--- config.mk ---
export PLATFORM = sky130hd
export DESIGN_NAME = kabf_ctrl
export DESIGN_NICKNAME = d
export VERILOG_FILES = /design/src/kabf_pkg.sv /design/src/kabf_ctrl.sv
export SDC_FILE = /design/constraint.sdc
export NUM_CORES = 1
export LEC_CHECK = 0
export ABC_AREA = 1
export BUFFER_PORTS_ARGS = -buffer_cell sky130_fd_sc_hd__buf_2
export CAP_MARGIN = 20
export CORE_MARGIN = 2
export CORE_UTILIZATION = 50
export CTS_BUF_LIST = sky130_fd_sc_hd__clkbuf_4
export CTS_CLUSTER_DIAMETER = 200
export DETAILED_ROUTE_END_ITERATION = 16
export HOLD_SLACK_MARGIN = 0.1
export PLACE_DENSITY = 0.73
export SLEW_MARGIN = 5
export SYNTH_ARGS = -nofsm -noshare
export SYNTH_HDL_FRONTEND = slang
export SYNTH_SLANG_ARGS = --single-unit
--- constraint.sdc ---
create_clock -name aclk -period 2.1 [get_ports aclk]
set_clock_uncertainty 0.1 [all_clocks]
set_input_delay 0.21 -clock aclk [delete_from_list [all_inputs] [get_ports aclk]]
set_output_delay 0.21 -clock aclk [all_outputs]
set_load 0.1 [all_outputs]
--- src/kabf_pkg.sv ---
`timescale 1ns / 1ps
`default_nettype none
// ----------------------------------------------------------------------------
// kabf_pkg: shared types and constants for the angle/bias Kalman filter
// Holds field widths, reset values, register indexes and the controller
// command and status structs.
// ----------------------------------------------------------------------------
package kabf_pkg;

    localparam int NUM_AXES   = 2;
    localparam int AXIS_W     = 1;
    localparam int MEAS_W     = 25;
    localparam int GYRO_W     = 28;
    localparam int DT_W       = 24;
    localparam int BIAS_W     = 28;
    localparam int IN_DATA_W  = 80;
    localparam int OUT_DATA_W = 64;

    localparam logic [31:0] Q_ANGLE_RESET    = 32'd4294967;
    localparam logic [31:0] Q_BIAS_RESET     = 32'd12884902;
    localparam logic [31:0] MEAS_NOISE_RESET = 32'd128849019;
    localparam logic signed [31:0] BIAS_LIMIT = 32'sd131072000;

    localparam logic [1:0] REG_Q_ANGLE    = 2'd0;
    localparam logic [1:0] REG_Q_BIAS     = 2'd1;
    localparam logic [1:0] REG_MEAS_NOISE = 2'd2;

    // datapath operation codes, one per step
    typedef enum logic [4:0] {
        OP_LOAD   = 5'd0,
        OP_RATE   = 5'd1,
        OP_A      = 5'd2,
        OP_D2     = 5'd3,
        OP_T1     = 5'd4,
        OP_P00    = 5'd5,
        OP_P01    = 5'd6,
        OP_P11    = 5'd7,
        OP_DIVS   = 5'd8,
        OP_K0     = 5'd9,
        OP_K1     = 5'd10,
        OP_Y      = 5'd11,
        OP_ANG    = 5'd12,
        OP_BIAS   = 5'd13,
        OP_C00    = 5'd14,
        OP_C01    = 5'd15,
        OP_C10    = 5'd16,
        OP_C11    = 5'd17,
        OP_STORE  = 5'd18
    } op_t;

    typedef struct packed {
        logic op_valid;
        op_t  op;
        logic div_start;
        logic div_sel;
    } dp_cmd_t;

    typedef struct packed {
        logic div_busy;
        logic axis_bad;
    } dp_stat_t;

endpackage
`default_nettype wire

--- src/kabf_ctrl.sv ---
`timescale 1ns / 1ps
`default_nettype none
// ----------------------------------------------------------------------------
// kabf_ctrl: sequencer for the filter datapath
// Steps through the operation list once per word, waits on the divider twice.
// ----------------------------------------------------------------------------
module kabf_ctrl (
    input  wire logic               aclk,
    input  wire logic               aresetn,
    input  wire logic               start,
    input  wire kabf_pkg::dp_stat_t stat,
    input  wire logic               out_free,
    output kabf_pkg::dp_cmd_t       cmd,
    output logic                    idle,
    output logic                    done
);

    typedef enum logic [4:0] {
        S_IDLE = 5'b00001,
        S_RUN  = 5'b00010,
        S_DIV  = 5'b00100,
        S_WAIT = 5'b01000,
        S_DONE = 5'b10000
    } state_t;

    state_t state_reg, state_next;
    kabf_pkg::op_t op_reg, op_next;
    logic sel_reg, sel_next;

    always_comb begin
        state_next = state_reg;
        op_next    = op_reg;
        sel_next   = sel_reg;
        cmd        = '{op_valid: 1'b0, op: op_reg, div_start: 1'b0, div_sel: sel_reg};
        done       = 1'b0;
        unique case (state_reg)
            S_IDLE: begin
                if (start) begin
                    state_next = S_RUN;
                    op_next    = kabf_pkg::OP_LOAD;
                end
            end
            S_RUN: begin
                cmd.op_valid = 1'b1;
                if (op_reg == kabf_pkg::OP_DIVS) begin
                    cmd.div_start = 1'b1;
                    cmd.div_sel   = 1'b0;
                    sel_next   = 1'b0;
                    state_next = S_DIV;
                end else if (op_reg == kabf_pkg::OP_STORE) begin
                    state_next = S_WAIT;
                end else begin
                    op_next = kabf_pkg::op_t'(op_reg + 5'd1);
                end
            end
            S_DIV: begin
                if (!stat.div_busy) begin
                    if (!sel_reg) begin
                        cmd.op_valid  = 1'b1;
                        cmd.op        = kabf_pkg::OP_K0;
                        cmd.div_start = 1'b1;
                        cmd.div_sel   = 1'b1;
                        sel_next      = 1'b1;
                    end else begin
                        cmd.op_valid = 1'b1;
                        cmd.op       = kabf_pkg::OP_K1;
                        op_next      = kabf_pkg::OP_Y;
                        state_next   = S_RUN;
                    end
                end
            end
            S_WAIT: begin
                if (out_free) begin
                    done       = 1'b1;
                    state_next = S_DONE;
                end
            end
            S_DONE: state_next = S_IDLE;
            default: state_next = S_IDLE;
        endcase
    end

    always_ff @(posedge aclk) begin
        if (!aresetn) begin
            state_reg <= S_IDLE;
            op_reg    <= kabf_pkg::OP_LOAD;
            sel_reg   <= 1'b0;
        end else begin
            state_reg <= state_next;
            op_reg    <= op_next;
            sel_reg   <= sel_next;
        end
    end

    assign idle = state_reg == S_IDLE;

    a_one_state: assert property (@(posedge aclk) disable iff (!aresetn) $onehot(state_reg))
        else $error("state not one-hot");
    a_start_idle: assert property (@(posedge aclk) disable iff (!aresetn)
        start && idle |=> state_reg == S_RUN) else $error("start lost");
    a_div_wait: assert property (@(posedge aclk) disable iff (!aresetn)
        cmd.div_start |=> state_reg == S_DIV) else $error("divider not awaited");

endmodule
`default_nettype wire

==> flow_summary.ini <==
[run_status]
status = finished clean

[cts]
clock_latency_ps = 280
cts_sinks = 11
root_buffer = clkbuf_4
cts_tree = built
clk_pin_slew_ps = 80
clock_path_buffers = 2
cts_max_level = 1
numCtsBuffers = 3

[power]
power_density_nw_per_um2 = 1286
p_int_w = 0.0005530
vdd_drop_max_v = 0.001073
p_sw_w = 0.0007806
switching_share_pct = 58.53
p_leak_nw = 0.5020
pwr-share-clk_pct = 12.6
p_seq_share_pct = 24.2
p_comb_share_pct = 63.2

[routing]
ant_nets = 0
first_pass_iters = 4
post-route-drc-count = 0
vias = 861
wl_per_cell_um = 11.21
drt-initial-drc-count = 35
via_per_inst = 5.381
wirelength_um = 1793

[cells_and_area]
final_area_um2 = 1037
antenna_cells = 0
area_growth_pct = 27.93
fin_nets = 154
final_util_pct = 68.85
fillCellCount = 129
drive_above_1_share_pct = 31.25

[critical_path]
crit_slowest_cell = buf_2
crit_chain = nor2_4 -> nand3_4 -> nor2_4 -> inv_4 -> nand2_1 -> buf_2
end_kind = primary output
critical_path_class = reg2out
cp.required_ps = 1790
startpoint_type = register
arrival_ps = 1700
critPathMaxStageDelay_ps = 430
cpMostUsedCell = nor2_4
critPathMaxFanout = 6

[floorplanning]
ios = 16
core.rowCount = 14
initial_utilization_pct = 53.82
fp.dieH_um = 44.27
coreArea_um2 = 1506
die_w_um = 44.27
die_area_um2 = 1960

[synth]
synth-edff-count = 0
syn_avg_cell_area_um2 = 6.486
synth.most_common_cell = nand2_1
yosys.area.top_type = dfxtp_1
ys_ff_latch = 11
ys_seq_area_share_pct = 27.16
yosys-top-cells-count = nand2_1 (28), inv_1 (16), nor2_1 (14)
syn_nets = 134
async_reset_ff_share_pct = 0
ys.warnings.count = 0
ys.flop_type = dfxtp_1
ys_types = 19
synth_cells = 125
synth_top_area_share_pct = 27.16
synth_area_leaders = dfxtp_1 (27%), nand2_1 (13%), inv_1 (7.4%)
synth_area_um2 = 810.8

[sta]
fin_crit_ps = 2009
rsz0062_at_grt = true
fin_tns_setup_ps = 0
setup_viol = 0
hold_ws_ps = 131.0
relSlewSlack_pct = 67.57
hold_viol_final = 0
drv_slew = 0
fmax_ghz = 0.4977
timing.final.crit_share_pct = 95.67
tightest_slew_ps = 489.9

[global_routing]
grt_overflow = 0
antenna_found_initial = 0
first_global_vias = 747
grt_max_degree = 10
grtUsageTotal_pct = 20.95
grt_pass1_wl_um = 3022

[place]
place_area_um2 = 959.7
port-buffer-count = 14
dpl.hpwl_um = 1343
gp_congestion = 0.8145

[worst_hold_path]
hold_class = in2reg

[run]
drv_cap = 0
[stage by stage]
stage / power [W] / setup slack [ps] / cells
2_1_floorplan: 0.001014 / -180.8 / 125
4_1_cts: 0.001311 / 11.52 / 159
3_5_place_dp: 0.001144 / 294.6 / 154
5_1_grt: 0.001419 / -6.707 / 160
6_report: 0.001334 / 90.84 / 160
3_3_place_gp: 0.001124 / 306.9 / 154
[final timing paths]
check,startpoint,end,slack [ps],depth (start not counted)
worst min register to register,op_reg[0],op_reg[0],400,2
worst min-delay path,out_free,state_reg[4],130,3
worst max register to register,op_reg[0],op_reg[1],420,12
worst max-delay path,state_reg[3],cmd[7],90,6
[cell type report]
type,count,area (µm²),share of cell area [%]
clock buffer,4,30.03,2.895
multi-input combinational,93,528.0,50.90
inverter,20,77.57,7.479
timing repair buffer,16,155.1,14.96
tap,16,20.02,1.930
sequential,11,226.5,21.83
[power groups by stage]
stage	Sequential [W]	Clock, W	Combinational (W)
after global placement	0.000318	0	0.000806
after floorplan	0.000301	0	0.000713
after detailed placement	0.000319	0	0.000824
final	0.000323	0.000168	0.000843
after CTS	0.000315	0.000168	0.000828
after global routing	0.000330	0.000175	0.000913
[logic make-up (layout without fill, tap and decap cells)]
logic type,Yosys count,count (layout),share of synthesized area [%]
AO/OA/AOI/OAI,13,13,8.333
adder cells (fa/ha/maj),3,3,4.630
buffers and inverters,21,40,10.19
flip-flops,11,11,27.16
AND/OR/NAND/NOR,77,77,49.69
[critical path: cells and delay by family (launching register included)]
family                 cells  cell delay [ps]
AND/OR/NAND/NOR            4              520
flip-flops                 1              380
buffers and inverters      2              500
[cell usage in the layout (no fill, tap or decap), drive strengths merged]
cell	synthesis	layout
nand2	34	34
nor2	21	21
inv	20	20
buf	1	13
nand3	12	12
dfxtp	11	11
a21oi	9	9
nand4	8	8
clkbuf	0	6
ha	3	3
o21ai	3	3
o21a	1	1
or2	1	1
nor3	1	1
dlygate4sd3	0	1
[routing by layer]
layer | share of wire (%) | global-route usage [%] | vias to the layer above
li1 | - | - | 438
met1 | 47 | 26.82 | 379
met2 | 45 | 33.53 | 37
met3 | 6.3 | 4.898 | 7
met4 | 2.2 | 9.091 | 0
met5 | 0 | 0 | -
[timing repair]
item	in CTS	in global routing
setup endpoints to repair	1	6
hold buffers	1	0
pin swaps	0	1
gates resized for setup	1	9
setup buffers	0	1
hold endpoints to repair	1	0
Power figures use the tool's default switching activity.
